File: src/hw/rtl/lls_pkg.sv
// ============================================================================
// lls_pkg: shared types, codes and tables of the LQR lateral steering unit
// Microcode, register map, opcode set, CORDIC angle table, Q32.32 helpers.
// ============================================================================
package lls_pkg;

	localparam logic signed [63:0] SAT_MAX = 64'sh7FFF_FFFF_FFFF_FFFF;
	localparam logic [63:0] ONE_FX = 64'h0000_0001_0000_0000;
	localparam int DIV_STEPS = 96;
	localparam int CW = 36;  // CORDIC x/y width
	localparam int ZW = 34;  // CORDIC angle width, Q4.30
	localparam logic signed [ZW-1:0] HALF_PI_Q30 = 34'sh0_6487_ED51;
	localparam int NUM_SLOTS = 5;

	localparam logic [31:0] ATAN_TAB [32] = '{
		32'h3243F6A8, 32'h1DAC6705, 32'h0FADBAFC, 32'h07F56EA6, 32'h03FEAB76, 32'h01FFD55B,
		32'h00FFFAAA, 32'h007FFF55, 32'h003FFFEA, 32'h001FFFFD, 32'h000FFFFF, 32'h0007FFFF,
		32'h0003FFFF, 32'h0001FFFF, 32'h0000FFFF, 32'h00007FFF, 32'h00003FFF, 32'h00001FFF,
		32'h00000FFF, 32'h000007FF, 32'h000003FF, 32'h000001FF, 32'h000000FF, 32'h0000007F,
		32'h0000003F, 32'h0000001F, 32'h0000000F, 32'h00000008, 32'h00000004, 32'h00000002,
		32'h00000001, 32'h00000000
	};

	// config register indexes
	localparam logic [2:0] CFG_AXLE   = 3'd0;
	localparam logic [2:0] CFG_PERIOD = 3'd1;
	localparam logic [2:0] CFG_FLOOR  = 3'd2;
	localparam logic [2:0] CFG_LATW   = 3'd3;
	localparam logic [2:0] CFG_HEADW  = 3'd4;
	localparam logic [2:0] CFG_STEERW = 3'd5;
	localparam logic [2:0] CFG_FFS    = 3'd6;

	typedef logic [4:0] reg_t;
	typedef logic [6:0] pc_t;

	typedef enum logic [3:0] {
		OP_LD, OP_MOV, OP_ADD, OP_SUB, OP_ABS, OP_NEG, OP_MUL, OP_DIV,
		OP_ATAN, OP_OUT, OP_LOOP, OP_DONE
	} op_t;

	typedef enum logic [3:0] {
		SRC_LAT, SRC_HEAD, SRC_CURV, SRC_VM, SRC_WB, SRC_TP, SRC_Q0, SRC_Q1,
		SRC_R, SRC_FFS, SRC_LRAW, SRC_ZERO
	} src_t;

	typedef enum logic [2:0] {
		C_IDLE, C_READ, C_EXEC, C_WAIT, C_WRITE, C_FINISH
	} ctrl_state_t;

	typedef enum logic [1:0] {
		A_IDLE, A_DIV, A_CORD, A_FIN
	} atan_ph_t;

	typedef struct packed {
		op_t  op;
		reg_t dst;
		reg_t a;
		reg_t b;
		src_t src;
	} instr_t;

	typedef struct packed {
		logic cap;
		logic rd;
		logic start;
		logic wr;
		logic load_out;
	} cmd_t;

	typedef struct packed {
		logic busy;
		logic lt1;
	} sts_t;

	typedef struct packed {
		logic [30:0] axle;
		logic [30:0] period;
		logic [30:0] floor;
		logic [30:0] latw;
		logic [30:0] headw;
		logic [30:0] steerw;
		logic [31:0] ffs;
	} cfg_t;

	// register file map
	localparam reg_t R_LAT  = 5'd0;
	localparam reg_t R_HEAD = 5'd1;
	localparam reg_t R_CURV = 5'd2;
	localparam reg_t R_VM   = 5'd3;
	localparam reg_t R_WB   = 5'd4;
	localparam reg_t R_TP   = 5'd5;
	localparam reg_t R_Q0   = 5'd6;
	localparam reg_t R_Q1   = 5'd7;
	localparam reg_t R_RR   = 5'd8;
	localparam reg_t R_FFS  = 5'd9;
	localparam reg_t R_LRAW = 5'd10;
	localparam reg_t R_A01  = 5'd11;
	localparam reg_t R_B1   = 5'd12;
	localparam reg_t R_P00  = 5'd13;
	localparam reg_t R_P01  = 5'd14;
	localparam reg_t R_P11  = 5'd15;
	localparam reg_t R_PB0  = 5'd16;
	localparam reg_t R_PB1  = 5'd17;
	localparam reg_t R_S    = 5'd18;
	localparam reg_t R_BPA1 = 5'd19;
	localparam reg_t R_K0   = 5'd20;
	localparam reg_t R_K1   = 5'd21;
	localparam reg_t R_T0   = 5'd22;
	localparam reg_t R_T1   = 5'd23;
	localparam reg_t R_T2   = 5'd24;
	localparam reg_t R_N00  = 5'd25;
	localparam reg_t R_N01  = 5'd26;
	localparam reg_t R_N11  = 5'd27;

	// output slots
	localparam reg_t SL_STEER = 5'd0;
	localparam reg_t SL_FB    = 5'd1;
	localparam reg_t SL_FF    = 5'd2;
	localparam reg_t SL_GLAT  = 5'd3;
	localparam reg_t SL_GHEAD = 5'd4;

	localparam pc_t LOOP_START = 7'd16;

	function automatic instr_t mk(op_t op, reg_t dst, reg_t a, reg_t b);
		instr_t r;
		r.op = op;
		r.dst = dst;
		r.a = a;
		r.b = b;
		r.src = SRC_ZERO;
		return r;
	endfunction

	function automatic instr_t ld(reg_t dst, src_t src);
		instr_t r;
		r = mk(OP_LD, dst, R_LAT, R_LAT);
		r.src = src;
		return r;
	endfunction

	function automatic instr_t ucode(pc_t pc);
		instr_t r;
		case (pc)
			7'd0:  r = ld(R_LAT, SRC_LAT);
			7'd1:  r = ld(R_HEAD, SRC_HEAD);
			7'd2:  r = ld(R_CURV, SRC_CURV);
			7'd3:  r = ld(R_VM, SRC_VM);
			7'd4:  r = ld(R_WB, SRC_WB);
			7'd5:  r = ld(R_TP, SRC_TP);
			7'd6:  r = ld(R_Q0, SRC_Q0);
			7'd7:  r = ld(R_Q1, SRC_Q1);
			7'd8:  r = ld(R_RR, SRC_R);
			7'd9:  r = ld(R_FFS, SRC_FFS);
			7'd10: r = ld(R_LRAW, SRC_LRAW);
			7'd11: r = ld(R_P01, SRC_ZERO);
			7'd12: r = ld(R_P00, SRC_Q0);
			7'd13: r = ld(R_P11, SRC_Q1);
			7'd14: r = mk(OP_MUL, R_A01, R_TP, R_VM);
			7'd15: r = mk(OP_DIV, R_B1, R_A01, R_WB);
			// Riccati round
			7'd16: r = mk(OP_MUL, R_PB0, R_B1, R_P01);
			7'd17: r = mk(OP_MUL, R_PB1, R_B1, R_P11);
			7'd18: r = mk(OP_MUL, R_T0, R_B1, R_PB1);
			7'd19: r = mk(OP_ADD, R_S, R_RR, R_T0);
			7'd20: r = mk(OP_MUL, R_T0, R_PB0, R_A01);
			7'd21: r = mk(OP_ADD, R_BPA1, R_T0, R_PB1);
			7'd22: r = mk(OP_DIV, R_K0, R_PB0, R_S);
			7'd23: r = mk(OP_DIV, R_K1, R_BPA1, R_S);
			7'd24: r = mk(OP_MUL, R_T0, R_P00, R_A01);
			7'd25: r = mk(OP_ADD, R_T1, R_T0, R_P01);
			7'd26: r = mk(OP_MUL, R_T2, R_P01, R_A01);
			7'd27: r = mk(OP_MUL, R_T0, R_T0, R_A01);
			7'd28: r = mk(OP_ADD, R_T2, R_T2, R_T2);
			7'd29: r = mk(OP_ADD, R_T0, R_T0, R_T2);
			7'd30: r = mk(OP_ADD, R_T2, R_T0, R_P11);
			7'd31: r = mk(OP_MUL, R_T0, R_PB0, R_K0);
			7'd32: r = mk(OP_ADD, R_N00, R_Q0, R_P00);
			7'd33: r = mk(OP_SUB, R_N00, R_N00, R_T0);
			7'd34: r = mk(OP_MUL, R_T0, R_PB0, R_K1);
			7'd35: r = mk(OP_SUB, R_N01, R_T1, R_T0);
			7'd36: r = mk(OP_MUL, R_T0, R_BPA1, R_K1);
			7'd37: r = mk(OP_ADD, R_N11, R_Q1, R_T2);
			7'd38: r = mk(OP_SUB, R_N11, R_N11, R_T0);
			7'd39: r = mk(OP_SUB, R_T0, R_N00, R_P00);
			7'd40: r = mk(OP_ABS, R_T0, R_T0, R_T0);
			7'd41: r = mk(OP_SUB, R_T1, R_N01, R_P01);
			7'd42: r = mk(OP_ABS, R_T1, R_T1, R_T1);
			7'd43: r = mk(OP_ADD, R_T0, R_T0, R_T1);
			7'd44: r = mk(OP_SUB, R_T1, R_N11, R_P11);
			7'd45: r = mk(OP_ABS, R_T1, R_T1, R_T1);
			7'd46: r = mk(OP_ADD, R_T0, R_T0, R_T1);
			7'd47: r = mk(OP_MOV, R_P00, R_N00, R_N00);
			7'd48: r = mk(OP_MOV, R_P01, R_N01, R_N01);
			7'd49: r = mk(OP_MOV, R_P11, R_N11, R_N11);
			7'd50: r = mk(OP_LOOP, R_LAT, R_LAT, R_LAT);
			// gains and steering
			7'd51: r = mk(OP_MUL, R_PB0, R_B1, R_P01);
			7'd52: r = mk(OP_MUL, R_PB1, R_B1, R_P11);
			7'd53: r = mk(OP_MUL, R_T0, R_B1, R_PB1);
			7'd54: r = mk(OP_ADD, R_S, R_RR, R_T0);
			7'd55: r = mk(OP_DIV, R_K0, R_PB0, R_S);
			7'd56: r = mk(OP_MUL, R_T0, R_PB0, R_A01);
			7'd57: r = mk(OP_ADD, R_T0, R_T0, R_PB1);
			7'd58: r = mk(OP_DIV, R_K1, R_T0, R_S);
			7'd59: r = mk(OP_MUL, R_T0, R_K0, R_LAT);
			7'd60: r = mk(OP_MUL, R_T1, R_K1, R_HEAD);
			7'd61: r = mk(OP_ADD, R_T0, R_T0, R_T1);
			7'd62: r = mk(OP_NEG, R_T0, R_T0, R_T0);
			7'd63: r = mk(OP_MUL, R_T1, R_LRAW, R_CURV);
			7'd64: r = mk(OP_ATAN, R_T1, R_T1, R_T1);
			7'd65: r = mk(OP_MUL, R_T1, R_FFS, R_T1);
			7'd66: r = mk(OP_ADD, R_T2, R_T0, R_T1);
			7'd67: r = mk(OP_OUT, SL_STEER, R_T2, R_T2);
			7'd68: r = mk(OP_OUT, SL_FB, R_T0, R_T0);
			7'd69: r = mk(OP_OUT, SL_FF, R_T1, R_T1);
			7'd70: r = mk(OP_OUT, SL_GLAT, R_K0, R_K0);
			7'd71: r = mk(OP_OUT, SL_GHEAD, R_K1, R_K1);
			default: r = mk(OP_DONE, R_LAT, R_LAT, R_LAT);
		endcase
		return r;
	endfunction

	function automatic logic [63:0] mag_of(logic signed [63:0] v);
		return v[63] ? (64'd0 - v) : v;
	endfunction

	function automatic logic signed [63:0] from_mag(logic neg, logic [63:0] m);
		logic signed [63:0] c;
		c = m[63] ? SAT_MAX : $signed(m);
		return neg ? -c : c;
	endfunction

	function automatic logic signed [63:0] sat65(logic signed [64:0] v);
		logic signed [63:0] r;
		if (v > 65'(SAT_MAX))
			r = SAT_MAX;
		else if (v < -65'(SAT_MAX))
			r = -SAT_MAX;
		else
			r = v[63:0];
		return r;
	endfunction

endpackage

File: src/hw/rtl/lls_ctrl.sv
// ============================================================================
// lls_ctrl: sequencer of the LQR lateral steering unit
// Steps the microcode, counts Riccati rounds, hands results to the output.
// ============================================================================
module lls_ctrl #(
	parameter int MAX_ROUNDS = 200
) (
	input  logic            clk,
	input  logic            arst_n,
	input  logic            in_valid,
	output logic            in_ready,
	input  logic            out_free,
	input  lls_pkg::sts_t   sts,
	output lls_pkg::cmd_t   cmd,
	output lls_pkg::instr_t instr
);
	import lls_pkg::*;

	localparam int RW = (MAX_ROUNDS > 1) ? $clog2(MAX_ROUNDS) : 1;

	ctrl_state_t   state_q, state_nx;
	pc_t           pc_q, pc_nx;
	logic [RW-1:0] round_q, round_nx;

	assign instr = ucode(pc_q);

	always_ff @(posedge clk or negedge arst_n) begin
		if (!arst_n) begin
			state_q <= C_IDLE;
			pc_q <= '0;
			round_q <= '0;
		end else begin
			state_q <= state_nx;
			pc_q <= pc_nx;
			round_q <= round_nx;
		end
	end

	always_comb begin
		state_nx = state_q;
		pc_nx = pc_q;
		round_nx = round_q;
		cmd = '0;
		in_ready = 1'b0;
		case (state_q)
			C_IDLE: begin
				in_ready = 1'b1;
				if (in_valid) begin
					cmd.cap = 1'b1;
					pc_nx = '0;
					round_nx = '0;
					state_nx = C_READ;
				end
			end
			C_READ: begin
				case (instr.op)
					OP_LOOP: begin
						if (sts.lt1 || round_q == RW'(MAX_ROUNDS - 1)) begin
							pc_nx = pc_q + 7'd1;
						end else begin
							pc_nx = LOOP_START;
							round_nx = round_q + 1'b1;
						end
					end
					OP_DONE: state_nx = C_FINISH;
					default: begin
						cmd.rd = 1'b1;
						state_nx = C_EXEC;
					end
				endcase
			end
			C_EXEC: begin
				cmd.start = 1'b1;
				state_nx = C_WAIT;
			end
			C_WAIT: begin
				if (!sts.busy)
					state_nx = C_WRITE;
			end
			C_WRITE: begin
				cmd.wr = 1'b1;
				pc_nx = pc_q + 7'd1;
				state_nx = C_READ;
			end
			C_FINISH: begin
				if (out_free) begin
					cmd.load_out = 1'b1;
					state_nx = C_IDLE;
				end
			end
			default: state_nx = C_IDLE;
		endcase
	end

endmodule

File: config.mk
export PLATFORM = sky130hd
export DESIGN_NAME = lls_ctrl
export DESIGN_NICKNAME = d
export VERILOG_FILES = /design/src/hw/rtl/lls_pkg.sv /design/src/hw/rtl/lls_ctrl.sv
export SDC_FILE = /design/constraint.sdc
export NUM_CORES = 1
export LEC_CHECK = 0
export ABC_AREA = 1
export BUFFER_PORTS_ARGS = -buffer_cell sky130_fd_sc_hd__buf_2
export CAP_MARGIN = 20
export CORE_MARGIN = 2
export CORE_UTILIZATION = 40
export DETAILED_ROUTE_END_ITERATION = 6
export PLACE_DENSITY = 0.58
export SLEW_MARGIN = 0
export SYNTH_ARGS = -nofsm -noshare
export SYNTH_HDL_FRONTEND = slang
export SYNTH_SLANG_ARGS = --single-unit
File: constraint.sdc
create_clock -name clk -period 3 [get_ports clk]
set_clock_uncertainty 0.2 [all_clocks]
set_input_delay 0 -clock clk [delete_from_list [all_inputs] [get_ports clk]]
set_output_delay 0 -clock clk [all_outputs]
set_load 0.01 [all_outputs]
; ---- After elaboration in Yosys (flattened, before gate mapping)
; Memories as Yosys holds them, arrays and structs flattened.
; Cells that the tools add are included.
[word_totals]
n_memories = 1
reg_bits = 18
rom_bits = 2944
in_bits = 6
word_cells = 50
[classes]
add_sub_neg = 2
eq_ne = 14
n_reduce_logical = 8
muxes = 22
[memory_table]
columns = memory, words, word_bits, rd, rd_ports_with_merged_regs, write_ports, line_no
row1 = (no name shown), 128, 23, 1, 0, 0, lls_pkg.sv:143  ; case (pc)
[ops]
columns = operator, count
row1 = 8-bit 2-to-1 mux, 3
row2 = 7-bit 2-to-1 mux, 3
row3 = 7-bit one-hot mux with 3 select lines, 1
row4 = 3-bit one-hot mux with 6 select lines, 1
row5 = 8-bit one-hot mux with 2 select lines, 1
row6 = 2-bit != test (second input constant), 5
row7 = 1-bit 2-to-1 mux, 9
row8 = 3-bit 2-to-1 mux, 3
row9 = 8-bit by 1-bit adder with 8-bit output (second input constant), 1
row10 = 4-bit equality test (second input constant), 2
row11 = 8-bit equality test (second input constant), 1
row12 = 4-bit AND reduction, 2
row13 = 7-bit by 1-bit adder with 7-bit output (second input constant), 1
row14 = 3-bit by 2-bit equality test with 1-bit output (second input constant), 2
row15 = 3-bit equality test (second input constant), 2
row16 = 3-bit one-hot mux with 2 select lines, 1
row17 = 3-bit by 1-bit equality test with 1-bit output (second input constant), 1
row18 = 3-bit logical NOT, 1
row19 = 3-bit AND reduction, 1
row20 = 3-bit nonzero test, 1
row21 = 2-bit by 1-bit != test with 1-bit output (second input constant), 1
row22 = 2-bit nonzero test, 1
row23 = 2-bit OR reduction, 1
row24 = 1-bit logical OR, 1

; ---- Longest topological paths before layout
; Gate-level depths: netlist of the first run.
[depth]
word_depth = 5
mapped_depth = 18
mapped_depth_nobuf = 17

; ---- Worst setup path before layout of the first run
; Ideal clock, no wire load.
[synth_path]
path_type = reg2reg
startpoint = reg pc_q[0]
endpoint = reg round_q[0]
setup_time_ns = 0.118
stages_incl_launch_ff = 17
t_arrival_ns = 2.289
setup_slack_ns = 0.393
cell_sequence = dfrtp_1 -> buf_2 -> inv_1 -> ha_1 -> inv_1 -> nand2_1 -> nand2_1 -> nand2_1 -> nand4_1 -> nand2_1 -> nand2_1 -> nand2_1 -> nand2_1 -> o21bai_4 -> nand3_2 -> nand2_1 -> nand2_1
[synth_between]
elab_chain_cells = 4
[synth_rtl]
columns = item, line_no
row1 = from (decl), lls_ctrl.sv:22  ; pc_t pc_q, pc_nx;
row2 = from (signal assigned), lls_ctrl.sv:34  ; pc_q <= pc_nx;
row3 = memory 128 x 23 bit, --
row4 = 4-bit equality test, lls_ctrl.sv:56  ; case (instr.op)
row5 = 2-bit by 1-bit != test with 1-bit output (no line), --
row6 = 4-bit AND reduction (no line), --
row7 = to (signal assigned), lls_ctrl.sv:35  ; round_q <= round_nx;
row8 = to (decl), lls_ctrl.sv:23  ; logic [RW-1:0] round_q, round_nx;
; No other way between the ends.
; A chain may end at the register's enable or synchronous reset.

==> results of run 1 <==
cell type report:
class | instances | area, µm²
fillers | 703 | 3189
well taps | 77 | 96.34
flip-flops and latches | 18 | 452.9
clock buffers | 4 | 55.05
repair buffers | 75 | 501.7
inverters | 56 | 214.0
multi-input cells | 375 | 1949
placed cells by master (no fill, tap or decap), drive strengths merged, types with 6 or more instances in the layout:
cell type  instances
ha                16
dfrtp             18
o21ai             33
nor2              42
nor3              13
a31oi              6
nand3             37
nand4             18
nand2            150
buf               72
xor2               7
inv               55
a21oi             21
final timing paths:
path	startpoint	endpoint	slack, ns	cells after the start
hold reg to reg	round_q[7]$_DFFE_PN0P_	round_q[7]$_DFFE_PN0P_	0.32	2
setup / recovery	pc_q[2]$_DFFE_PN0P_	cmd[4]	0.21	12
setup reg to reg	pc_q[2]$_DFFE_PN0P_	pc_q[6]$_DFFE_PN0P_	0.42	12
hold / removal	arst_n	round_q[1]$_DFFE_PN0P_	0.006	2
min in group clk	sts[0]	pc_q[4]$_DFFE_PN0P_	0.01	6
max in group asynchronous	arst_n	pc_q[3]$_DFFE_PN0P_	2.27	2
logic make-up after synthesis:
logic type | after synthesis | share of synthesized area (%)
and+or+nand+nor | 267 | 42.66
adders and majority gates | 16 | 7.404
AOI/OAI and AO/OA | 85 | 19.30
DFF | 18 | 16.66
buffers and inverters | 77 | 11.71
xor gates and xnor gates | 7 | 2.268
stage by stage:
step                      setup TNS, ns  cell area, µm²  std cells  power (mW)
after floorplan                       0            2704        470       1.276
after global placement                0            3082        589       1.845
after detailed placement              0            3082        589       1.816
after CTS                             0            3167        596       2.023
after global routing           -0.02126            3269        605       2.242
final                                 0            3269        605       2.093
worst max-delay path, delay by kind of cell, from the launching register on:
kind | cells | cell delay (ns)
buffers and inverters | 2 | 0.35
adder cells (fa/ha/maj) | 1 | 0.34
AND/OR/NAND/NOR | 6 | 0.67
flip-flops | 1 | 0.40
AO/OA/AOI/OAI | 3 | 0.55
state kept, by name, indices dropped and copies added (netlist names):
name / flops
pc_q: 7
round_q: 8
state_q: 3
repair_timing:
action,4_1_cts,5_1_grt
setup endpoints to repair,0,1
hold endpoints to repair,20,0
buffers inserted,0,9
hold buffers,3,0
gates resized for setup,0,7
power groups by stage:
stage          clock network (mW)  logic, mW  registers [mW]
2_1_floorplan                   0      0.938           0.338
3_3_place_gp                    0       1.50           0.345
3_5_place_dp                    0       1.47           0.348
4_1_cts                     0.201       1.48           0.344
5_1_grt                     0.214       1.69           0.342
6_report                    0.197       1.56           0.332
layer usage:
layer | track usage (%) | wire, µm
met1 | 36.85 | 4267
met3 | 2.667 | 1028
met5 | 0 | 0
met2 | 49.96 | 5021
met4 | 23.15 | 1028
==> out/metrics.cfg, run 1 <==
[status]
status = finished with violations
failed_checks = DRC

[timing]
hold_viol_final = 0
worstMarginPinSlew_ns = 0.5609
timing.fmax_mhz = 358.1
fin_crit_ns = 2.793
drv_slew = 0
whs_ns = 0.005516
final-setup-viol-count = 0
post-route-period-util_pct = 93.09
slew_headroom_pct = 62.32
fin_ws_ns = 0.2074

[yosys]
synthTopCellsByArea = nand2_1, dfrtp_1, ha_1, inv_1, nand3_1
synth-edff-count = 0
yosys.area.top_type = nand2_1
synthTopCellsByCount = nand2_1, inv_1, nor2_1, nand3_1, o21ai_0
synth.most_common_cell = nand2_1
ys_seq_area_share_pct = 16.66
ys_ff_latch = 18
synth-async-reset-ratio_pct = 100.0
avgSynthCellArea_um2 = 5.753
synthCells = 470
syn_nets = 492
yosysUniqueCellTypes = 39
netlist_area_um2 = 2704
yosys_warnings = 0
synth-main-ff-cell = dfrtp_1
synth_top_area_share_pct = 20.55

[pwr]
p_sw_share_pct = 56.44
switchingPower_mw = 1.181
pwr-share-clk_pct = 9.4
p_seq_share_pct = 15.9
powerDensity_nw_per_um2 = 640.2
irDropWorstVdd_v = 0.0005214
p_leak_nw = 1.823
power_frac_comb_pct = 74.7
p_int_mw = 0.9117

[drt]
drc = 1
viasPerCell = 6.098
drtPass1Iterations = 7
dr.first_iter.drc_count = 497
ant_nets = 0
routedWlPerCell_um = 18.75
vias = 3689
routed_wl_mm = 11.35

[clocking]
clock_sinks = 18
tritoncts = yes
clock_latency_ns = 0.25
cts-root-buf = clkbuf_8
path_clk_slew_ns = 0.07
htreeDepth = 1
cts_buffer_depth = 2
numCtsBuffers = 3

[grt]
grt_pass1_wl_mm = 17.72
grt-ovfl-total = 0
grt_pass1_vias = 3479
track_usage_pct = 30.44
grt_antenna_before_repair = 0
grt_max_degree = 28

[final_layout]
drive_gt1_share_pct = 18.18
syn_to_final_growth_pct = 20.92
nets = 551
fin_util_pct = 50.62
antenna_cells = 0

[worst_setup_path]
path_cells = clkinvlp_4 -> ha_1 -> nand2_1 -> o21ai_1 -> nand2_1 -> nand2_1 -> a21oi_2 -> nand2_1 -> o21bai_4 -> nand3_4 -> nor2_1 -> buf_2
end_kind = primary output
start_kind = register
cpMostUsedCell = nand2_1
arrival_ns = 2.59
slowest_stage = dfrtp_1
required_ns = 2.80
crit_fanout = 9
slowest_delay_ns = 0.40
setup.worst_path.class = reg -> out

[die]
die_y_um = 86.22
rows = 29
ios = 35
die_w_um = 86.22
start_util_pct = 41.86
coreArea_um2 = 6459
die_area_um2 = 7433

[placed_design]
io_buffers = 34
place_ws_ns = 0.2946
place_hpwl_mm = 8.682
gp_congestion = 1.106

[flow_run]
max_cap_viol_count = 0

[min_path]
hold_path_class = in -> async

(Power assumes the default switching activity.)
==> inputs of run 2 (changes only) <==
--- a/config.mk
+++ b/config.mk
@@ -5,7 +5,6 @@
 export SDC_FILE = /design/constraint.sdc
 export NUM_CORES = 1
 export LEC_CHECK = 0
-export ABC_AREA = 1
 export BUFFER_PORTS_ARGS = -buffer_cell sky130_fd_sc_hd__buf_2
 export CAP_MARGIN = 20
 export CORE_MARGIN = 2
==> out/metrics.cfg, run 2 <==
[worst_setup_path]
r2r_slack_ns = 0.04  ; -0.38 ns
timing.rr.end = round_q[3]$_DFFE_PN0P_
start_kind = register
arrival_ns = 2.94  ; +0.35 ns
required_ns = 2.98  ; +0.18 ns
setup.worst_path.class = reg -> reg
end_kind = register
r2r_start = pc_q[4]$_DFFE_PN0P_
r2r_cells = 9  ; -3
crit_fanout = 10  ; +1

[yosys]
ys_ff_latch = 18  ; unchanged
synth-edff-count = 0  ; unchanged
synth_top_area_share_pct = 16.04  ; -4.5 points
yosysUniqueCellTypes = 65  ; +67%
synth-async-reset-ratio_pct = 100.0  ; unchanged
ys_seq_area_share_pct = 16.04  ; -0.62 points
yosys.area_share.simple_pct = 28.97  ; -14 points
yosys.area.top_type = dfrtp_1
synth-main-ff-cell = dfrtp_1
syn_nets = 440  ; -11%
synthTopCellsByArea = dfrtp_1, a21oi_1, ha_1, nand2_1, o21ai_0
synthTopCellsByCount = nand2_1, a21oi_1, o21ai_0, nor2_1, clkbuf_1
avgSynthCellArea_um2 = 6.717  ; +17%
synth_xor_area_share_pct = 0.3119  ; -2.0 points
synth_compound_gate_area_share_pct = 37.48  ; +18 points
synthCells = 418  ; -11%
synth.most_common_cell = nand2_1
synthMuxAreaShare_pct = 1.827  ; +1.8 points
synth_fa_ha_area_share_pct = 7.130  ; -0.27 points
yosys_warnings = 0  ; unchanged
synth_top_family_by_area = compound AO/OA/AOI/OAI gates
netlist_area_um2 = 2808  ; +3.8%

[final_layout]
drive_gt1_share_pct = 25.10  ; +6.9 points
stdcell_count = 574  ; -5.1%
fin_util_pct = 52.21  ; +1.6 points
fin_area_um2 = 3547  ; +8.5%
reg_top3 = round_q (8), pc_q (7), state_q (3)
final_cell_mix = buf_4, nand2_1, a21oi_1
syn_to_final_growth_pct = 26.34
antenna_cells = 0  ; unchanged
largest_register = round_q
nets = 501  ; -9.1%
mostFrequentLayoutCell = buf_4
largest_register_ffs = 8  ; unchanged

[placed_design]
place_inst = 560  ; -4.9%
place_hpwl_mm = 7.619  ; -12%
placed_area_um2 = 3379  ; +9.7%
gp_congestion = 0.9293  ; -16%
io_buffers = 34  ; unchanged

[die]
start_util_pct = 41.33  ; -0.54 points
die_area_um2 = 7705  ; +3.7%
coreArea_um2 = 6794  ; +5.2%
rows = 30  ; +3.4%
die_y_um = 87.78  ; +1.8%
die_w_um = 87.78  ; +1.8%
ios = 35  ; unchanged

[drt]
dr.first_iter.drc_count = 416  ; -16%
ant_nets = 0  ; unchanged
drc = 0  ; -1
vias = 3601  ; -2.4%
routedWlPerCell_um = 18.00  ; -4.0%
viasPerCell = 6.274  ; +2.9%
drtPass1Iterations = 5  ; -2
routed_wl_mm = 10.33  ; -8.9%

[timing]
hold_viol_final = 0  ; unchanged
final-setup-viol-count = 0  ; unchanged
fin_crit_ns = 2.957  ; +0.1648 ns
whs_ns = 0.01414  ; +0.008627 ns
rsz0062_at_grt = yes
worstMarginPinSlew_ns = 0.5117  ; -0.04913 ns
timing.fmax_mhz = 338.1  ; -5.6%
slew_headroom_pct = 65.52  ; +3.2 points
post-route-period-util_pct = 98.58  ; +5.5 points
drv_slew = 0  ; unchanged

[flow_run]
max_cap_viol_count = 0  ; unchanged

[min_path]
hold_path_class = in -> async

[grt]
track_usage_pct = 27.46  ; -3.0 points
grt_pass1_vias = 3327  ; -4.4%
grt_antenna_before_repair = 0  ; unchanged
grt_max_degree = 33  ; +18%
grt-ovfl-total = 0  ; unchanged
grt_pass1_wl_mm = 16.97  ; -4.2%

[clocking]
path_clk_slew_ns = 0.07  ; about the same
cts-root-buf = clkbuf_8
numCtsBuffers = 3  ; unchanged
cts_buffer_depth = 2  ; unchanged
htreeDepth = 1  ; unchanged
clock_sinks = 18  ; unchanged
clock_latency_ns = 0.25  ; about the same
tritoncts = yes

[pwr]
irDropWorstVdd_v = 0.0004042  ; -22%
power_mw = 2.074  ; -0.88%
powerDensity_nw_per_um2 = 584.8  ; -8.6%
p_leak_nw = 1.520  ; -17%

[status]
status = complete, no violations

## run 2: cell count changes after synthesis, sizes merged, moves of 8 or more
cell and change:
a21oi +19, clkbuf +20, inv -43, nand2 -99
nand3 -17, nand4 -11, nor2 -10, o31ai +8
## run 2: area by class of cell
cell class | instances | area [µm²]
fill | 691 | 3247
multi-input combinational | 344 | 2157
timing repair buffer | 99 | 700.7
sequential | 18 | 455.4
tap | 96 | 120.1
inverter | 13 | 58.81
clock buffer | 4 | 55.05
## run 2: metrics by stage
| stage | setup WS, ns | setup TNS (ns) |
|---|---|---|
| floorplan | 0.006403 | 0 |
| global placement | -0.01722 | -0.03015 |
| detailed placement | -0.07346 | -0.1644 |
| CTS | 0.05037 | 0 |
| global route | -0.03968 | -0.09923 |
| finish | 0.04262 | 0 |
## run 2: power by group
group	internal, mW	leakage [nW]	total (mW)	switching (mW)
Sequential	0.278	0.239	0.337	0.0587
Clock	0.116	0.0288	0.199	0.0825
Combinational	0.633	1.25	1.54	0.905
Total	1.03	1.52	2.07	1.05
## run 2: worst max path at each step
stage	cells after the start	slack, ns	start	endpoint
detailed placement	8	-0.07	pc_q[4]$_DFFE_PN0P_	round_q[6]$_DFFE_PN0P_
floorplan	13	0.006	pc_q[2]$_DFFE_PN0P_	round_q[5]$_DFFE_PN0P_
global placement	8	-0.02	pc_q[4]$_DFFE_PN0P_	round_q[5]$_DFFE_PN0P_
global route	8	-0.04	pc_q[4]$_DFFE_PN0P_	round_q[6]$_DFFE_PN0P_
CTS	8	0.05	pc_q[4]$_DFFE_PN0P_	round_q[6]$_DFFE_PN0P_
finish	9	0.04	pc_q[4]$_DFFE_PN0P_	round_q[3]$_DFFE_PN0P_
## run 2: what timing repair did
action | 4_1_cts | 5_1_grt
setup endpoints to repair | 4 | 5
hold buffers | 5 | 0
hold endpoints to repair | 24 | 0
gates resized for setup | 2 | 4
buffers inserted | 0 | 5
pin swaps | 0 | 2
## run 2: metal layers
layer	up-vias	track usage, %	part of all wire [%]
li1	1684	-	-
met1	1688	36.68	41
met2	198	45.45	48
met3	31	1.979	7.4
met4	0	12.03	3.4
met5	-	0	0
## run 2: cells by family (layout without fill, tap and decap cells)
group | after synthesis | after routing
compound gates | 160 | 160
xor+xnor | 1 | 1
fa+ha+maj | 16 | 16
buf+inv | 56 | 116
flops | 18 | 18
mux | 5 | 5
simple gates | 162 | 162
## run 2: critical path: stages (launching register included)
cell and delay [ns]:
dfrtp_2 0.48, buf_4 0.20, nor4b_4 0.44, nand2_1 0.13, nand3_1 0.13, nor2_2 0.06, or4_4 0.58, buf_4 0.18
or3_1 0.34, a21oi_1 0.14
